**config.mk**
```make
export PLATFORM = sky130hd
export DESIGN_NAME = light_sensor_measure_sequencer_core
export DESIGN_NICKNAME = d
export VERILOG_FILES = /design/src/hdl/lsms_pkg.sv /design/src/hdl/lsms_step.sv /design/src/hdl/light_sensor_measure_sequencer_core.sv
export SDC_FILE = /design/constraint.sdc
export NUM_CORES = 1
export LEC_CHECK = 0
export BUFFER_PORTS_ARGS = -buffer_cell sky130_fd_sc_hd__buf_4
export CORE_ASPECT_RATIO = 0.5
export CORE_MARGIN = 2
export CORE_UTILIZATION = 25
export DETAILED_ROUTE_END_ITERATION = 7
export GPL_TIMING_DRIVEN = 0
export PLACE_DENSITY = 0.44
export SLEW_MARGIN = 20
export SYNTH_ARGS = -nofsm -noshare
export SYNTH_HDL_FRONTEND = slang
export SYNTH_SLANG_ARGS = --single-unit
export TNS_END_PERCENT = 5
```
**constraint.sdc**
```tcl
create_clock -name clk -period 8.3 [get_ports clk]
set_input_delay 1.66 -clock clk [delete_from_list [all_inputs] [get_ports clk]]
set_output_delay 1.66 -clock clk [all_outputs]
set_load 0.05 [all_outputs]
```
**src/hdl/lsms_pkg.sv**
```systemverilog
// Shared types, codes and constants for the light sensor measurement sequencer.
// No dependencies; used by lsms_step and light_sensor_measure_sequencer_core.
package lsms_pkg;

  // event codes carried in op
  localparam logic [1:0] OP_TICK    = 2'd0;
  localparam logic [1:0] OP_POLL    = 2'd1;
  localparam logic [1:0] OP_TAKE    = 2'd2;
  localparam logic [1:0] OP_RESTART = 2'd3;

  // measurement phases
  localparam logic [1:0] PH_IDLE = 2'd0;
  localparam logic [1:0] PH_WAIT = 2'd1;
  localparam logic [1:0] PH_READ = 2'd2;
  localparam logic [1:0] PH_DONE = 2'd3;

  // configuration register indexes
  localparam int unsigned CFG_IDX_W = 3;
  localparam logic [CFG_IDX_W-1:0] REG_LOW_RES     = 3'd0;
  localparam logic [CFG_IDX_W-1:0] REG_CONTINUOUS  = 3'd1;
  localparam logic [CFG_IDX_W-1:0] REG_MAX_RETRIES = 3'd2;
  localparam logic [CFG_IDX_W-1:0] REG_WAIT_LOW    = 3'd3;
  localparam logic [CFG_IDX_W-1:0] REG_WAIT_HIGH   = 3'd4;
  localparam int unsigned CFG_DATA_W = 8;

  // field widths
  localparam int unsigned RAW_W   = 16;
  localparam int unsigned LUX_W   = 19;
  localparam int unsigned RETRY_W = 4;
  localparam int unsigned MS_W    = 8;

  // lux = floor(raw * scale / 3) done as raw * M >> 24, with M a little above scale * 2^24 / 3,
  // exact for every 16-bit raw value
  localparam int unsigned LUX_SHIFT = 24;
  localparam int unsigned LUX_MUL_W = 27;
  localparam int unsigned LUX_PROD_W = RAW_W + LUX_MUL_W;
  localparam logic [LUX_MUL_W-1:0] LUX_MUL_HIGH = 27'd55924060;
  localparam logic [LUX_MUL_W-1:0] LUX_MUL_LOW  = 27'd111848120;

  // lux*3 > 1200000 is the same as lux > 400000 (100000 lux, 2 fraction bits)
  localparam logic [LUX_W-1:0] LUX_LIMIT = 19'd400000;

  // configuration reset values
  localparam logic               RST_LOW_RES     = 1'b0;
  localparam logic               RST_CONTINUOUS  = 1'b1;
  localparam logic [RETRY_W-1:0] RST_MAX_RETRIES = 4'd3;
  localparam logic [MS_W-1:0]    RST_WAIT_LOW    = 8'd24;
  localparam logic [MS_W-1:0]    RST_WAIT_HIGH   = 8'd180;

  typedef struct packed {
    logic               low_res;
    logic               continuous;
    logic [RETRY_W-1:0] max_retries;
    logic [MS_W-1:0]    wait_low_ms;
    logic [MS_W-1:0]    wait_high_ms;
  } cfg_t;

  typedef struct packed {
    logic [1:0]         phase;
    logic [MS_W-1:0]    elapsed;
    logic [RETRY_W-1:0] retry;
    logic               ready;
    logic [LUX_W-1:0]   lux;
  } state_t;

  typedef struct packed {
    logic [1:0]         phase;
    logic               data_ready;
    logic               take_ok;
    logic [LUX_W-1:0]   lux_value;
    logic [RETRY_W-1:0] retry_level;
  } result_t;

endpackage

```
**src/hdl/lsms_step.sv**
```systemverilog
// Combinational step logic: next sequencer state and result for one event.
// Depends on lsms_pkg.
module lsms_step (
  input  lsms_pkg::cfg_t                 cfg,
  input  lsms_pkg::state_t               cur,
  input  logic [1:0]                     op,
  input  logic                           bus_ok,
  input  logic [lsms_pkg::RAW_W-1:0]     raw_sample,
  output lsms_pkg::state_t               nxt,
  output lsms_pkg::result_t              res
);

  logic [lsms_pkg::MS_W-1:0]       wait_ms;
  logic [lsms_pkg::LUX_MUL_W-1:0]  lux_mul;
  logic [lsms_pkg::LUX_PROD_W-1:0] product;
  logic [lsms_pkg::LUX_W-1:0]      conv;
  logic [lsms_pkg::RETRY_W-1:0]    retry_bump;
  logic                            took;
  logic [lsms_pkg::LUX_W-1:0]      lux_out;

  // conversion: one constant multiply, fraction bits dropped
  assign wait_ms = cfg.low_res ? cfg.wait_low_ms : cfg.wait_high_ms;
  assign lux_mul = cfg.low_res ? lsms_pkg::LUX_MUL_LOW : lsms_pkg::LUX_MUL_HIGH;
  assign product = lsms_pkg::LUX_PROD_W'(raw_sample) * lsms_pkg::LUX_PROD_W'(lux_mul);
  assign conv    = product[lsms_pkg::LUX_SHIFT +: lsms_pkg::LUX_W];

  // saturating retry increment
  assign retry_bump = (cur.retry == '1) ? cur.retry : cur.retry + 4'd1;

  // event handling
  always_comb begin
    nxt     = cur;
    took    = 1'b0;
    lux_out = '0;
    unique case (op)
      lsms_pkg::OP_TICK: begin
        if (cur.elapsed != '1) nxt.elapsed = cur.elapsed + 8'd1;
      end
      lsms_pkg::OP_POLL: begin
        if (cur.retry >= cfg.max_retries) begin
          // retry limit reached: give up
          nxt.phase = lsms_pkg::PH_IDLE;
          nxt.retry = '0;
          nxt.ready = 1'b0;
        end else begin
          unique case (cur.phase)
            lsms_pkg::PH_IDLE: begin
              nxt.phase = cur.phase;
            end
            lsms_pkg::PH_WAIT: begin
              if (cur.elapsed >= wait_ms) nxt.phase = lsms_pkg::PH_READ;
            end
            lsms_pkg::PH_READ: begin
              if (bus_ok) begin
                nxt.lux   = conv;
                nxt.ready = 1'b1;
                nxt.phase = lsms_pkg::PH_DONE;
                nxt.retry = '0;
              end else begin
                nxt.retry = retry_bump;
              end
            end
            lsms_pkg::PH_DONE: begin
              if (cur.lux > lsms_pkg::LUX_LIMIT) begin
                // out of range: discard and measure again
                nxt.retry   = retry_bump;
                nxt.phase   = lsms_pkg::PH_WAIT;
                nxt.elapsed = '0;
                nxt.ready   = 1'b0;
              end else if (!cur.ready) begin
                if (cfg.continuous) begin
                  nxt.phase   = lsms_pkg::PH_WAIT;
                  nxt.elapsed = '0;
                end else begin
                  nxt.phase = lsms_pkg::PH_IDLE;
                end
              end
            end
            default: nxt.phase = cur.phase;
          endcase
        end
      end
      lsms_pkg::OP_TAKE: begin
        if (cur.ready) begin
          took      = 1'b1;
          lux_out   = cur.lux;
          nxt.ready = 1'b0;
        end
      end
      lsms_pkg::OP_RESTART: begin
        if (bus_ok) begin
          nxt.phase   = lsms_pkg::PH_WAIT;
          nxt.elapsed = '0;
          nxt.ready   = 1'b0;
          nxt.retry   = '0;
        end else begin
          nxt.phase = lsms_pkg::PH_IDLE;
        end
      end
      default: nxt = cur;
    endcase
  end

  // result fields reflect the state after the step
  always_comb begin
    res.phase       = nxt.phase;
    res.data_ready  = nxt.ready;
    res.take_ok     = took;
    res.lux_value   = lux_out;
    res.retry_level = nxt.retry;
  end

endmodule

```
**src/hdl/light_sensor_measure_sequencer_core.sv**
```systemverilog
// Top level of the light sensor measurement sequencer: ports, registers, handshakes.
// Depends on lsms_pkg and lsms_step.
//
// Each accepted event (tick, poll, host take, restart) yields exactly one result.
// One event is taken every clock cycle while the result side keeps up. An event
// waits in the input register until the result register can accept; then the state
// is updated and its result is loaded into the result register. The state update
// in lsms_step is combinational and includes the 16 x 27 bit constant multiply of
// the lux conversion. Configuration writes are always taken (cfg_ready is high)
// and act on the next event.
module light_sensor_measure_sequencer_core (
  input  logic                                clk,
  input  logic                                rst,
  // event channel
  input  logic                                in_valid,
  output logic                                in_stall,
  input  logic [1:0]                          op,
  input  logic                                bus_ok,
  input  logic [lsms_pkg::RAW_W-1:0]          raw_sample,
  // result channel
  output logic                                out_valid,
  input  logic                                out_stall,
  output logic [1:0]                          phase,
  output logic                                data_ready,
  output logic                                take_ok,
  output logic [lsms_pkg::LUX_W-1:0]          lux_value,
  output logic [lsms_pkg::RETRY_W-1:0]        retry_level,
  // configuration write channel
  input  logic                                cfg_valid,
  output logic                                cfg_ready,
  input  logic [lsms_pkg::CFG_IDX_W-1:0]      cfg_index,
  input  logic [lsms_pkg::CFG_DATA_W-1:0]     cfg_data
);

  lsms_pkg::cfg_t    cfg;
  lsms_pkg::state_t  st;
  lsms_pkg::state_t  st_next;
  lsms_pkg::result_t res;
  lsms_pkg::result_t res_reg;

  logic                          a_valid;
  logic [1:0]                    a_op;
  logic                          a_ok;
  logic [lsms_pkg::RAW_W-1:0]    a_raw;
  logic                          b_adv;
  logic                          a_adv;
  logic                          in_take;

  // handshake control
  assign b_adv    = !out_valid || !out_stall;
  assign a_adv    = a_valid && b_adv;
  assign in_stall = a_valid && !b_adv;
  assign in_take  = in_valid && !in_stall;
  assign cfg_ready = 1'b1;

  // configuration registers
  always_ff @(posedge clk) begin
    if (rst) begin
      cfg.low_res      <= lsms_pkg::RST_LOW_RES;
      cfg.continuous   <= lsms_pkg::RST_CONTINUOUS;
      cfg.max_retries  <= lsms_pkg::RST_MAX_RETRIES;
      cfg.wait_low_ms  <= lsms_pkg::RST_WAIT_LOW;
      cfg.wait_high_ms <= lsms_pkg::RST_WAIT_HIGH;
    end else if (cfg_valid && cfg_ready) begin
      unique case (cfg_index)
        lsms_pkg::REG_LOW_RES:     cfg.low_res      <= cfg_data[0];
        lsms_pkg::REG_CONTINUOUS:  cfg.continuous   <= cfg_data[0];
        lsms_pkg::REG_MAX_RETRIES: cfg.max_retries  <= cfg_data[lsms_pkg::RETRY_W-1:0];
        lsms_pkg::REG_WAIT_LOW:    cfg.wait_low_ms  <= cfg_data;
        lsms_pkg::REG_WAIT_HIGH:   cfg.wait_high_ms <= cfg_data;
        default: ;
      endcase
    end
  end

  // input register
  always_ff @(posedge clk) begin
    if (rst) begin
      a_valid <= 1'b0;
    end else if (in_take) begin
      a_valid <= 1'b1;
    end else if (a_adv) begin
      a_valid <= 1'b0;
    end
  end

  always_ff @(posedge clk) begin
    if (in_take) begin
      a_op  <= op;
      a_ok  <= bus_ok;
      a_raw <= raw_sample;
    end
  end

  // step logic
  lsms_step u_step (
    .cfg        (cfg),
    .cur        (st),
    .op         (a_op),
    .bus_ok     (a_ok),
    .raw_sample (a_raw),
    .nxt        (st_next),
    .res        (res)
  );

  // sequencer state, updated once per transaction
  always_ff @(posedge clk) begin
    if (rst) begin
      st <= '0;
    end else if (a_adv) begin
      st <= st_next;
    end
  end

  // result register
  always_ff @(posedge clk) begin
    if (rst) begin
      out_valid <= 1'b0;
    end else if (b_adv) begin
      out_valid <= a_valid;
    end
  end

  always_ff @(posedge clk) begin
    if (a_adv) res_reg <= res;
  end

  assign phase       = res_reg.phase;
  assign data_ready  = res_reg.data_ready;
  assign take_ok     = res_reg.take_ok;
  assign lux_value   = res_reg.lux_value;
  assign retry_level = res_reg.retry_level;

  // checks
  a_take_clears_ready: assert property (@(posedge clk) disable iff (rst)
    (a_adv && a_op == lsms_pkg::OP_TAKE) |=> !st.ready)
    else $error("host take left data ready set");

  a_took_no_ready: assert property (@(posedge clk) disable iff (rst)
    (out_valid && take_ok) |-> !data_ready)
    else $error("result reports both a take and data still ready");

  a_lux_zero_no_take: assert property (@(posedge clk) disable iff (rst)
    (out_valid && !take_ok) |-> (lux_value == '0))
    else $error("lux value nonzero without a take");

  a_held_input: assert property (@(posedge clk) disable iff (rst)
    (a_valid && !b_adv) |=> (a_valid && $stable(a_op) && $stable(a_raw)))
    else $error("input register changed while held");

  a_state_held: assert property (@(posedge clk) disable iff (rst)
    !a_adv |=> $stable(st))
    else $error("state changed without a transaction");

endmodule

```
[After elaboration in Yosys (flattened, before gate mapping)]
Index checks and enable logic that the tools add are counted.
Cells by class
  add/sub/neg operators: 2
  $mul: 1
  div/mod/pow operators: 0
  order comparisons: 3
  eq/ne operators: 18
  shift operators: 0
  mux-type cells: 28
  bitwise logic cells: 1
  reductions and logical operators: 21
Operators with widths (count)
  multiplier 16 x 27 -> 43 bit: 1
  two-way mux 8 bit: 5
  two-way mux 27 bit: 1
  one-hot mux 8 bit (3 select lines): 1
  two-way mux 10 bit: 2
  two-way mux 20 bit: 1
  greater-than comparator 19 bit (second input constant): 1
  two-way mux 13 bit: 1
  AND reduction 2 bit: 6
  two-way mux 5 bit: 2
  one-hot mux 5 bit (2 select lines): 1
  adder 8 x 1 -> 8 bit (second input constant): 1
  equality test 2 bit (second input constant): 4
  greater-or-equal comparator 8 bit: 1
  two-way mux 4 bit: 2
  != test 8 bit (second input constant): 1
  one-hot mux 2 bit (4 select lines): 1
  one-hot mux 4 bit (2 select lines): 1
  AND reduction 8 bit: 1
  equality test 3 x 2 -> 1 bit (second input constant): 2
  two-way mux 2 bit: 3
  != test 2 bit (second input constant): 3
  != test 3 x 2 -> 1 bit (second input constant): 2
  two-way mux 1 bit: 5
  other kinds (18): 25
Storage, ports and cells
  register bits: 104
  bits in latches: 0
  memory bits (writable): 0
  memory bits (read-only): 0
  output and inout bits: 30
  logic and storage cells: 94
  memories: 0

[Longest topological paths before layout]
Gate-level depths: netlist of run 1.
  depth in word-level cells: 7
  gate-level depth with buffers: 26
  depth with buffers taken out: 25

[Cells and area by module]
A second synthesis of run 1 with hierarchy kept.
Unflattened totals
  cell total of the unflattened synthesis: 1337
  area total of the unflattened synthesis: 12788.5 um^2
Modules (own cells, without submodules)
  lsms_step: instances 1, cells each 1038, area each 8788.4 um^2, sequential area each 0.0 um^2
  light_sensor_measure_sequencer_core: instances 1, cells each 299, area each 4000.1 um^2, sequential area each 2542.4 um^2

[Worst setup path after synthesis of run 1]
No wires, ideal clock.
  path kind: register to register
  from: register cfg[21] (netlist name)
  to: register st[18] (netlist bit)
  library setup time: 115 ps
  data arrival time: 6442 ps
  setup slack: 1744 ps
  cell stages (with the launch flop): 25
  buffers on the path: 3
  cell sequence: dfxtp_1 > clkbuf_1 > buf_1 > nor2_1 > ha_1 > clkbuf_1 > fa_1 > inv_1 > fa_1 > inv_1 > fa_1 > inv_1 > fa_1 > fa_1 > inv_1 > ha_1 > nand2_1 > nor3_1 > o2111ai_1 > o2111ai_1 > a2111oi_2 > nor4_2 > nor2_2 > o31a_1 > o21a_1
On the way
  longest elaborated chain between the ends: 2
Ends and longest elaborated chain
  two-way mux 27 bit: line lsms_step.sv:23  | assign lux_mul = cfg.low_res ? lsms_pkg::LUX_MUL_LOW : lsms_pkg::LUX_MUL_HIGH;
  multiplier 16 x 27 -> 43 bit: line lsms_step.sv:24  | assign product = lsms_pkg::LUX_PROD_W'(raw_sample) * lsms_pkg::LUX_PROD_W'(lux_mul);
  to (signal assigned): line light_sensor_measure_sequencer_core.sv:111  | st <= st_next;
  to (decl): line light_sensor_measure_sequencer_core.sv:36  | lsms_pkg::state_t st;
No other way between the ends.
A chain may end at the register's enable or synchronous reset.

[Worst setup path in the final report of run 1]
  from: register cfg[21] (netlist name)
  to: register st[17] (netlist bit)
On the way
  longest elaborated chain between the ends: 2
Ends and longest elaborated chain (line)
  two-way mux 27 bit: lsms_step.sv:23
  multiplier 16 x 27 -> 43 bit: lsms_step.sv:24
No other way between the ends.

==> results of run 1 <==
[cell usage after synthesis, types with 3 or more instances]
cell type / count
nand2b_1: 16
a211o_1: 4
a311oi_1: 6
o21a_1: 8
a211oi_1: 8
nand3_1: 17
a31oi_1: 7
o2111ai_1: 4
inv_1: 284
a21o_1: 20
nand2_1: 88
edfxtp_1: 46
o21ai_0: 20
and2_1: 29
buf_2: 3
o21ai_1: 7
nor2b_1: 11
a21oi_1: 74
dfxtp_1: 58
nand3b_1: 14
ha_1: 140
xnor2_1: 11
or2_2: 8
o211ai_1: 10
clkbuf_1: 32
and3_1: 10
nand4_1: 4
mux2i_1: 11
nor3_1: 11
o31ai_1: 3
nor2_1: 49
xor2_1: 8
fa_1: 169
[path summary, 6_finish.rpt]
check	endpoint	start	cells past startpoint	slack, ns
worst max register to register	st[17]$_SDFFE_PP0P_	cfg[21]$_SDFFE_PP0P_	24	0.52
worst max-delay path	st[17]$_SDFFE_PP0P_	cfg[21]$_SDFFE_PP0P_	24	0.52
worst min-delay path	cfg[3]$_SDFFE_PP0P_	cfg[3]$_SDFFE_PP0P_	2	0.46
worst min register to register	cfg[3]$_SDFFE_PP0P_	cfg[3]$_SDFFE_PP0P_	2	0.46
[routing by layer]
layer | global-route usage [%] | up-vias | routed length, µm
met5 | 0 | - | 0
met2 | 21.6 | 73 | 13900
met3 | 1.87 | 24 | 731
met1 | 16.8 | 3861 | 14000
li1 | - | 4071 | -
met4 | 3.45 | 0 | 541
[worst reg2reg max path: stages (launching register included)]
cell	delay (ns)
dfxtp_2	0.51
clkbuf_2	0.31
clkbuf_4	0.34
nor2_1	0.16
ha_1	0.20
clkbuf_1	0.17
fa_1	0.64
inv_1	0.17
fa_1	0.69
inv_1	0.12
fa_1	0.63
inv_1	0.08
fa_1	0.51
fa_1	0.54
inv_1	0.04
ha_1	0.34
nand2_1	0.18
nor3_1	0.33
o2111ai_1	0.36
o2111ai_1	0.45
a2111oi_2	0.14
nor4_2	0.38
nor3_1	0.08
a21oi_1	0.17
o22ai_1	0.10
[final cells by class]
type	count	share of cell area (%)
sequential	104	19.0
buffer	37	1.16
tap	638	5.96
timing repair buffer	64	3.78
multi-input combinational	797	59.8
clock buffer	9	1.68
inverter	284	7.96
clock inverter	7	0.663
[metrics by stage]
| stage | setup TNS [ns] | area, µm² | worst slack, ns |
|---|---|---|---|
| global route | 0 | 13400 | 0.00133 |
| CTS | 0 | 13400 | 0.0420 |
| detailed placement | -1.24 | 13100 | -0.362 |
| floorplan | 0 | 11800 | 1.74 |
| global placement | -1.58 | 13000 | -0.397 |
| finish | 0 | 13400 | 0.518 |
[state kept, by name (all words and copies together), names as in the netlist, 2 cells and up]
signal	count
st	34
cfg	22
lux_value	19
a_raw	16
retry_level	4
a_op	2
phase	2
[timing repair]
action / CTS / global route
hold buffers: 0 / 0
gates resized for setup: 3 / 9
endpoints found under the hold margin: 0 / 0
setup buffers: 0 / 0
pin swaps: 0 / 0
setup endpoints to repair: 10 / 12
[cell families (layout without fill, tap and decap cells)]
group           Yosys count  count (layout)
other cells               1               1
xor+xnor                 19              19
mux                      13              13
buf+inv                 321             401
compound gates          189             189
fa+ha+maj               309             309
simple gates            266             266
flops                   104             104
==> metrics.md, run 1 <==
| Metric | Value |
|---|---|
| F_max | about 0.13 GHz |
| Clock skew | 0.0142 ns |
| Hold Vio Cnt, Final | 0 |
| Die height | 157 µm |
| Adder-Cell Fraction of Synth Area | a little over two fifths |
| Syn_nets | 1,566 |
| Fillcell total | between 5,000 and 6,000 |
| Period utilization | about 94% |
| Worst Path Required | roughly 8.5 ns |
| Synth top area cells | fa_1, ha_1, edfxtp_1 |
| Critical Path Max Stage Delay | 0.69 ns |
| Share of layout cells above drive strength 1 | around 8.5% |
| Syn Area/Cell | ~9.6 µm² |
| DIE AREA | ~50,000 µm² |
| Mapped Area | approximately 12,000 µm² |
| Hold Slack | between 0.4 and 0.5 ns |
| Max cap viols | 0 |
| EDFF count, synth | between 40 and 50 |
| CTS Root Cell | clkbuf_16 |
| Footprint of the multi-input gates | around 8000 µm² |
| Status | completed |
| Placed insts | 1,924 |
| Max H-tree Level | 3 |
| Critical path type | flip-flop to flip-flop |
| Cell variety after synth | 60 |
| Maximum root-to-sink buffer count | 2 |
| Worst-path maximum fanout | 10 |
| Die width | 311 µm |
| Vias per cell | 4.14 |
| CTS buffer count | 9 |
| CP max stage cell | fa_1 |
| Final core occ | between 20 and 30% |
| DRT iter0 DRCs | approximately 340 |
| Io pins | 65 |
| Fin crit period | 7.78 ns |
| PortBufs | between 60 and 70 |
| Antenna viol nets, final | 0 |
| Diode count | 0 |
| Post-synth top flop | dfxtp_1 |
| Gr ovfl total | 0 |
| Core Box Area | between 40,000 and 50,000 µm² |
| Compound-cell area share of the yosys netlist | 10.5% |
| DRT Pass-1 Iters | 5 |
| RSZ-0062 raised after global routing | false |
| Largest family of logic cells by synthesized area | adder cells |
| Post-synthesis mux area share | about 1.1% |
| Critical Path Most Common Cell | fa_1 |
| Largest net degree at the start of global routing | 28 |
| Post-DP HPWL | around 25 mm |
| CP startpoint kind | flip-flop |
| CTS tree | built |
| Final std cells w/o fill | roughly 1,900 |
| Most common cell after layout, fill and taps aside | inv_1 |
| Worst-path cell chain | clkbuf_2 -> clkbuf_4 -> nor2_1 -> ha_1 -> clkbuf_1 -> fa_1 -> inv_1 -> fa_1 -> inv_1 -> fa_1 -> inv_1 -> fa_1 -> fa_1 -> inv_1 -> ha_1 -> nand2_1 -> nor3_1 -> o2111ai_1 -> o2111ai_1 -> a2111oi_2 -> nor4_2 -> nor3_1 -> a21oi_1 -> o22ai_1 |
| Worst Path Arrival | approximately 8 ns |
| YS warnings | 0 |
| Nets | roughly 1,600 |
| Hold/Removal Path Class | flip-flop to flip-flop |
| First-pass GRT wire length | about 48 mm |
| Leading cell types in the layout, fill and taps excluded | inv_1, fa_1, ha_1 |
| Worst skew pair latency | roughly 0.38 ns |
| Share of the synthesized area in the top cell type | roughly 29% |
| Rel. slew slack | between 40 and 50% |
| FF/Latch Area | roughly 2500 µm² |
| Pins Over Slew Limit | 0 |
| Post-route DRC | 0 |
| Via count | between 8,000 and 9,000 |
| Synth Area in Simple Gates | between 10% and 20% |
| Async SR Flop Fraction | 0% |
| Synth Area in XOR/XNOR | 1.42% |
| Least-Margin Pin Slew | between 0.8 and 0.9 ns |
| Placement row count | 56 |
| Family with the most delay on the worst path | adder cells |
| Final WL | about 30 mm |
| Syn-to-layout area delta | 13.9% |
| Area leader, netlist | fa_1 |
| Final Setup Violations | 0 |
| Vias in the first global route | between 8,000 and 9,000 |
| Clk sinks | approximately 100 |
| Post-synthesis sequential area ratio | 21.6% |
| Clock Pin Slew Worst Setup and Hold Paths | about 0.090 ns |
| Initial antenna violation count | 0 |
| WL per Instance | ~15 µm |
| Buf/Inv on CP | 7 |
| GP Congestion | ~0.84 |
| Critical Path Sink Type | flip-flop |
| Synthesized flop and latch total | between 100 and 150 |
| Starting density of the core | between 20 and 30% |
| Tot GR Track Use | between 10 and 15% |
| Synthesized instance count | 1,222 |
Power of run 1 is not shown: default switching activity piles up to over one toggle a cycle in this logic, so the estimate is an artifact.
==> run 2, diff against run 1 <==
- CORE_MARGIN: 2 -> not set
==> run 2 against run 1 <==
Against the previous run:
- clock skew increased by 0.00089 ns
- final cell count decreased by 0.57%
- utilization increased by 0.57 points
- routed wire length decreased by 1.4%
- first-iteration DRC count increased by 3.8%
- via count decreased by 0.15%
- count of clock-buffer cells in the layout increased by 1
- worst hold slack got worse by 0.0026 ns
- non-clock buffer count unchanged
- die area decreased by 1.9%
- global-route usage increased by 0.079 points
- register-to-register slack got worse by 0.02 ns
==> metrics.md, run 2 (synthesized netlist as in run 1, its figures left out) <==
| Metric | Value |
|---|---|
| Status | completed |
| R2r setup slk | 0.49 ns (-0.02 ns) |
| Period utilization | 94.0% (+0.28 points) |
| Reg2Reg Depth | 23 (-4.2%) |
| Least-Margin Pin Slew | 0.800 ns (-0.0430 ns) |
| Post-DP HPWL | 24.5 mm (-3.1%) |
| Worst-path maximum fanout | 10 (unchanged) |
| Core Box Area | 45,800 µm² (-1.9%) |
| Die height | 155 µm (-1.3%) |
| Largest Register | st |
| FF-to-FF End | st[18]$_SDFFE_PP0P_ |
| Leading cell types in the layout, fill and taps excluded | inv_1, fa_1, ha_1 |
| Rel. slew slack | 46.4% (+2.9 points) |
| CTS buffer count | 9 (unchanged) |
| Maximum root-to-sink buffer count | 2 (unchanged) |
| Post-route DRC | 0 (unchanged) |
| Worst Path Arrival | 8.06 ns (+0.04 ns) |
| Final Setup Violations | 0 (unchanged) |
| Hold/Removal Path Class | flip-flop to flip-flop |
| Diode count | 0 (unchanged) |
| Clock skew | 0.0151 ns (+0.000890 ns) |
| Vias per cell | 4.16 (+0.42%) |
| GP Congestion | 0.873 (+3.4%) |
| Via count | 8,017 (-0.15%) |
| Placed insts | 1,913 (-0.57%) |
| Final std cells w/o fill | 1,929 (-0.57%) |
| Post_cts resized | 3 (unchanged) |
| Critical R2R Launch | cfg[21]$_SDFFE_PP0P_ |
| Hold Vio Cnt, Final | 0 (unchanged) |
| Die width | 309 µm (-0.64%) |
| DIE AREA | 47,900 µm² (-1.9%) |
| RSZ-0062 raised after global routing | false |
| CP startpoint kind | flip-flop |
| Most common cell after layout, fill and taps aside | inv_1 |
| Share of layout cells above drive strength 1 | 8.53% (unchanged) |
| Starting density of the core | 25.7% (+0.50 points) |
| Final WL | 28.8 mm (-1.4%) |
| Clock Pin Slew Worst Setup and Hold Paths | 0.08 ns (about the same) |
| Worst Hold End | cfg[0]$_SDFFE_PP0P_ |
| Worst skew pair latency | 0.37 ns (about the same) |
| Antenna viol nets, final | 0 (unchanged) |
| F_max | 0.128 GHz (-0.30%) |
| Syn-to-layout area delta | 13.9% (about the same) |
| Clk sinks | 104 (unchanged) |
| Gr ovfl total | 0 (unchanged) |
| Largest register FFs | 34 (unchanged) |
| First-pass GRT wire length | 47.0 mm (-1.4%) |
| Io pins | 65 (unchanged) |
| WL per Instance | 14.9 µm (-0.88%) |
| Placement row count | 55 (-1.8%) |
| Max cap viols | 0 (unchanged) |
| Largest net degree at the start of global routing | 24 (-14%) |
| Tot GR Track Use | 12.7% (+0.079 points) |
| Fin crit period | 7.81 ns (+0.0234 ns) |
| Pins Over Slew Limit | 0 (unchanged) |
| DRT iter0 DRCs | 355 (+3.8%) |
| Critical Path Sink Type | flip-flop |
| Hold path depth | 2 (unchanged) |
| CTS Root Cell | clkbuf_16 |
| Max H-tree Level | 3 (unchanged) |
| Post-CTS Hold Buffers | 0 (unchanged) |
| HP Start | cfg[0]$_SDFFE_PP0P_ |
| Critical path type | flip-flop to flip-flop |
| CTS tree | built |
| DRT Pass-1 Iters | 5 (unchanged) |
| Initial antenna violation count | 0 (unchanged) |
| Postcts setup bufs | 0 (unchanged) |
| Vias in the first global route | 8,416 (-2.0%) |
| PortBufs | 62 (unchanged) |
| Worst Path Required | 8.56 ns (+0.02 ns) |
| Nets | 1,641 (unchanged) |
[run 2: routing by layer]
metal  part of all wire [%]  routed length, µm  GRT usage [%]  vias to the layer above
met4                    1.9                548           3.01                        0
li1                       -                  -              -                     4074
met3                    3.2                928           2.00                       20
met1                     47              13600           17.0                     3819
met5                      0                  0              0                        -
met2                     48              13700           21.6                      104
[run 2: worst max-delay path by stage]
stage	cells past startpoint	startpoint	to	slack (ns)
2_1_floorplan	24	cfg[21]$_SDFFE_PP0P_	st[18]$_SDFFE_PP0P_	1.74
3_3_place_gp	24	cfg[21]$_SDFFE_PP0P_	st[18]$_SDFFE_PP0P_	-0.45
3_5_place_dp	24	cfg[21]$_SDFFE_PP0P_	st[18]$_SDFFE_PP0P_	-0.38
4_1_cts	24	cfg[21]$_SDFFE_PP0P_	st[18]$_SDFFE_PP0P_	0.11
5_1_grt	23	cfg[21]$_SDFFE_PP0P_	st[18]$_SDFFE_PP0P_	0.02
6_report	23	cfg[21]$_SDFFE_PP0P_	st[18]$_SDFFE_PP0P_	0.49
[run 2: final cells by class]
class,instances,area (µm²)
Tap cell,627,785
Clock inverter,6,71.3
Clock buffer,10,250
Fill cell,4865,32400
Buffer,37,155
Multi-Input combinational cell,797,8010
Inverter,284,1070
Timing Repair Buffer,64,513
Sequential cell,104,2540
[run 2: worst max-delay path: stages, from the launching register on]
cell       delay, ns
dfxtp_2         0.55
clkbuf_2        0.34
nor2_1          0.13
or2_2           0.32
ha_1            0.41
fa_1            0.68
inv_1           0.18
fa_1            0.68
inv_1           0.12
fa_1            0.63
inv_1           0.08
fa_1            0.51
fa_1            0.55
inv_1           0.05
ha_1            0.33
nand2_1         0.16
nor3_1          0.31
o2111ai_1       0.36
o2111ai_1       0.43
a2111oi_2       0.14
nor4_2          0.39
nor2_2          0.07
o31a_1          0.11
o21a_1          0.16
[run 2: through the flow]
step / instance area, µm² / hold slack [ns] / util (%) / worst slack (ns) / TNS (ns)
after floorplan: 11800 / 0.429 / - / 1.74 / 0
after global placement: 13000 / 0.442 / 28.4 / -0.445 / -2.29
after detailed placement: 13100 / 0.446 / 28.5 / -0.378 / -1.66
after CTS: 13400 / 0.457 / 29.3 / 0.112 / 0
after global routing: 13400 / 0.483 / 29.3 / 0.0187 / 0
final: 13400 / 0.455 / 29.3 / 0.495 / 0
Power of run 2 is left out for the same reason.
==> run 3, diff against run 2 <==
- CORE_ASPECT_RATIO: 0.5 -> 0.8
==> run 3 against run 2 <==
Against the previous run:
- critical path depth up 1
- global-route usage up 0.53 points
- setup slack better by 0.12 ns
- sequential share of layout area up 0.13 points
- non-clock buffer count down 1
- fmax up 1.6%
- count of clock-buffer cells in the layout up 2
- die area about the same
- register-to-register slack better by 0.12 ns
- sequential cell count unchanged
- design area down 0.69%
==> metrics.md, run 3 (synthesized netlist as in run 1, its figures left out) <==
| Metric | Value |
|---|---|
| Pins Over Slew Limit | 0 (unchanged) |
| CTS buffer count | 9 (unchanged) |
| Hold Vio Cnt, Final | 0 (unchanged) |
| Hold/Removal Path Class | flip-flop to flip-flop |
| Post-route DRC | 0 (unchanged) |
| Maximum root-to-sink buffer count | 2 (unchanged) |
| Max H-tree Level | 3 (unchanged) |
| Least-Margin Pin Slew | 0.880 ns (+0.0800 ns) |
| Worst Path Arrival | 7.94 ns (-0.12 ns) |
| Gr ovfl total | 0 (unchanged) |
| CP startpoint kind | flip-flop |
| DRT iter0 DRCs | 384 (+8.2%) |
| Core Box Area | 46,100 µm² (+0.67%) |
| GP Congestion | 0.856 (-1.9%) |
| Worst Path Required | 8.55 ns (about the same) |
| Pwr dens | ~420 nW/µm² |
| Max cap viols | 0 (unchanged) |
| Peak VDD IR | 0.000301 V |
| Io pins | 65 (unchanged) |
| Syn-to-layout area delta | 13.1% |
| Nets | 1,640 (-0.061%) |
| Largest register FFs | 34 (unchanged) |
| Placed insts | 1,897 (-0.84%) |
| Worst-path maximum fanout | 10 (unchanged) |
| Setup slack after layout | 0.615 ns (+0.120 ns) |
| Clock skew | 0.0163 ns (+0.00123 ns) |
| Leading cell types in the layout, fill and taps excluded | inv_1, fa_1, ha_1 |
| Critical Path Sink Type | flip-flop |
| Leakage | 6.33 nW |
| Clock Pin Slew Worst Setup and Hold Paths | 0.08 ns (about the same) |
| RSZ-0062 raised after global routing | false |
| Largest Register | st |
| Antenna viol nets, final | 0 (unchanged) |
| Period utilization | 92.6% (-1.4 points) |
| Post-CTS Hold Buffers | 0 (unchanged) |
| Post-DP HPWL | 25.7 mm (+4.6%) |
| Vias in the first global route | 8,744 (+3.9%) |
| Final WL | 29.5 mm (+2.4%) |
| Die width | 244 µm (-21%) |
| Placement row count | 70 (+27%) |
| Final Setup Violations | 0 (unchanged) |
| CTS tree | built |
| PortBufs | 62 (unchanged) |
| Largest net degree at the start of global routing | 26 (+8.3%) |
| Status | completed |
| Via count | 8,253 (+2.9%) |
| Starting density of the core | 25.5% (-0.17 points) |
| First-pass GRT wire length | 48.7 mm (+3.6%) |
| DIE AREA | 47,900 µm² (about the same) |
| F_max | 0.130 GHz (+1.6%) |
| Clk sinks | 104 (unchanged) |
| Vias per cell | 4.31 (+3.8%) |
| Die height | 196 µm (+26%) |
| Initial antenna violation count | 0 (unchanged) |
| Postcts setup bufs | 0 (unchanged) |
| Most common cell after layout, fill and taps aside | inv_1 |
| Rel. slew slack | 41.0% (-5.4 points) |
| CTS Root Cell | clkbuf_16 |
| Pre-CTS setup slack | -0.305 ns (+0.0735 ns) |
| Share of layout cells above drive strength 1 | 8.22% (-0.30 points) |
| WL per Instance | 15.4 µm (+3.2%) |
| Critical path type | flip-flop to flip-flop |
| Fin crit period | 7.69 ns (-0.120 ns) |
| Tot GR Track Use | 13.3% (+0.53 points) |
| Worst skew pair latency | 0.37 ns (about the same) |
| Final std cells w/o fill | 1,914 (-0.78%) |
| DRT Pass-1 Iters | 5 (unchanged) |
[run 3: stage by stage]
stage / util (%) / hold slack (ns) / total power [mW] / setup TNS [ns] / area, µm²
floorplan: - / 0.429 / 4.05 / 0 / 11800
global placement: 28.2 / 0.443 / 5.13 / -1.15 / 13000
detailed placement: 28.3 / 0.450 / 5.14 / -0.934 / 13000
CTS: 28.9 / 0.462 / 5.61 / 0 / 13300
global route: 28.9 / 0.464 / 6.32 / 0 / 13300
finish: 28.9 / 0.461 / 5.54 / 0 / 13300
[run 3: path summary, 6_finish.rpt]
| kind | startpoint | to | slack [ns] | cells past startpoint |
|---|---|---|---|---|
| max | cfg[21]$_SDFFE_PP0P_ | st[18]$_SDFFE_PP0P_ | 0.61 | 24 |
| min | cfg[13]$_SDFFE_PP0P_ | cfg[13]$_SDFFE_PP0P_ | 0.46 | 2 |
| max reg2reg | cfg[21]$_SDFFE_PP0P_ | st[18]$_SDFFE_PP0P_ | 0.61 | 24 |
| min reg2reg | cfg[13]$_SDFFE_PP0P_ | cfg[13]$_SDFFE_PP0P_ | 0.46 | 2 |
[run 3: area by class of cell]
cell class | count | area [µm²]
inverter | 284 | 1070
tap | 612 | 766
clock buffer | 12 | 236
fill | 4979 | 32800
multi-input combinational | 797 | 8010
sequential | 104 | 2540
clock inverter | 4 | 28.8
timing repair buffer | 63 | 493
buffer | 37 | 155
antenna | 1 | 2.50
[run 3: power by group]
| part | internal (mW) | total [mW] | leakage, nW | switching [mW] |
|---|---|---|---|---|
| logic | 1.86 | 4.56 | 5.28 | 2.70 |
| clock network | 0.206 | 0.414 | 0.131 | 0.208 |
| registers | 0.549 | 0.563 | 0.917 | 0.0142 |
[run 3: critical path, cell delays in order (launching register included)]
cell,delay (ns)
dfxtp_2,0.50
clkbuf_2,0.35
clkbuf_4,0.37
nor2_1,0.15
ha_1,0.20
clkbuf_1,0.19
fa_1,0.68
inv_1,0.17
fa_1,0.67
inv_1,0.12
fa_1,0.64
inv_1,0.08
fa_1,0.51
fa_1,0.54
inv_1,0.04
ha_1,0.32
nand2_1,0.14
nor3_1,0.29
o2111ai_1,0.29
o2111ai_1,0.42
a2111oi_2,0.14
nor4_2,0.40
nor2_2,0.07
o31a_1,0.11
o21a_1,0.16
[run 3: layer usage]
| metal | track usage, % | vias to the layer above | wire length, µm |
|---|---|---|---|
| met4 | 2.06 | 0 | 256 |
| li1 | - | 4069 | - |
| met2 | 18.8 | 124 | 11900 |
| met3 | 2.44 | 19 | 1130 |
| met5 | 0 | - | 0 |
| met1 | 20.8 | 4041 | 16200 |
[run 3: repair_timing]
| action | in CTS | in global routing |
|---|---|---|
| endpoints found under the setup margin | 10 | 12 |
| resized for setup | 3 | 8 |
| gates cloned | 0 | 0 |
| endpoints found under the hold margin | 0 | 0 |
Note: power is estimated with default switching activity, not from simulation.
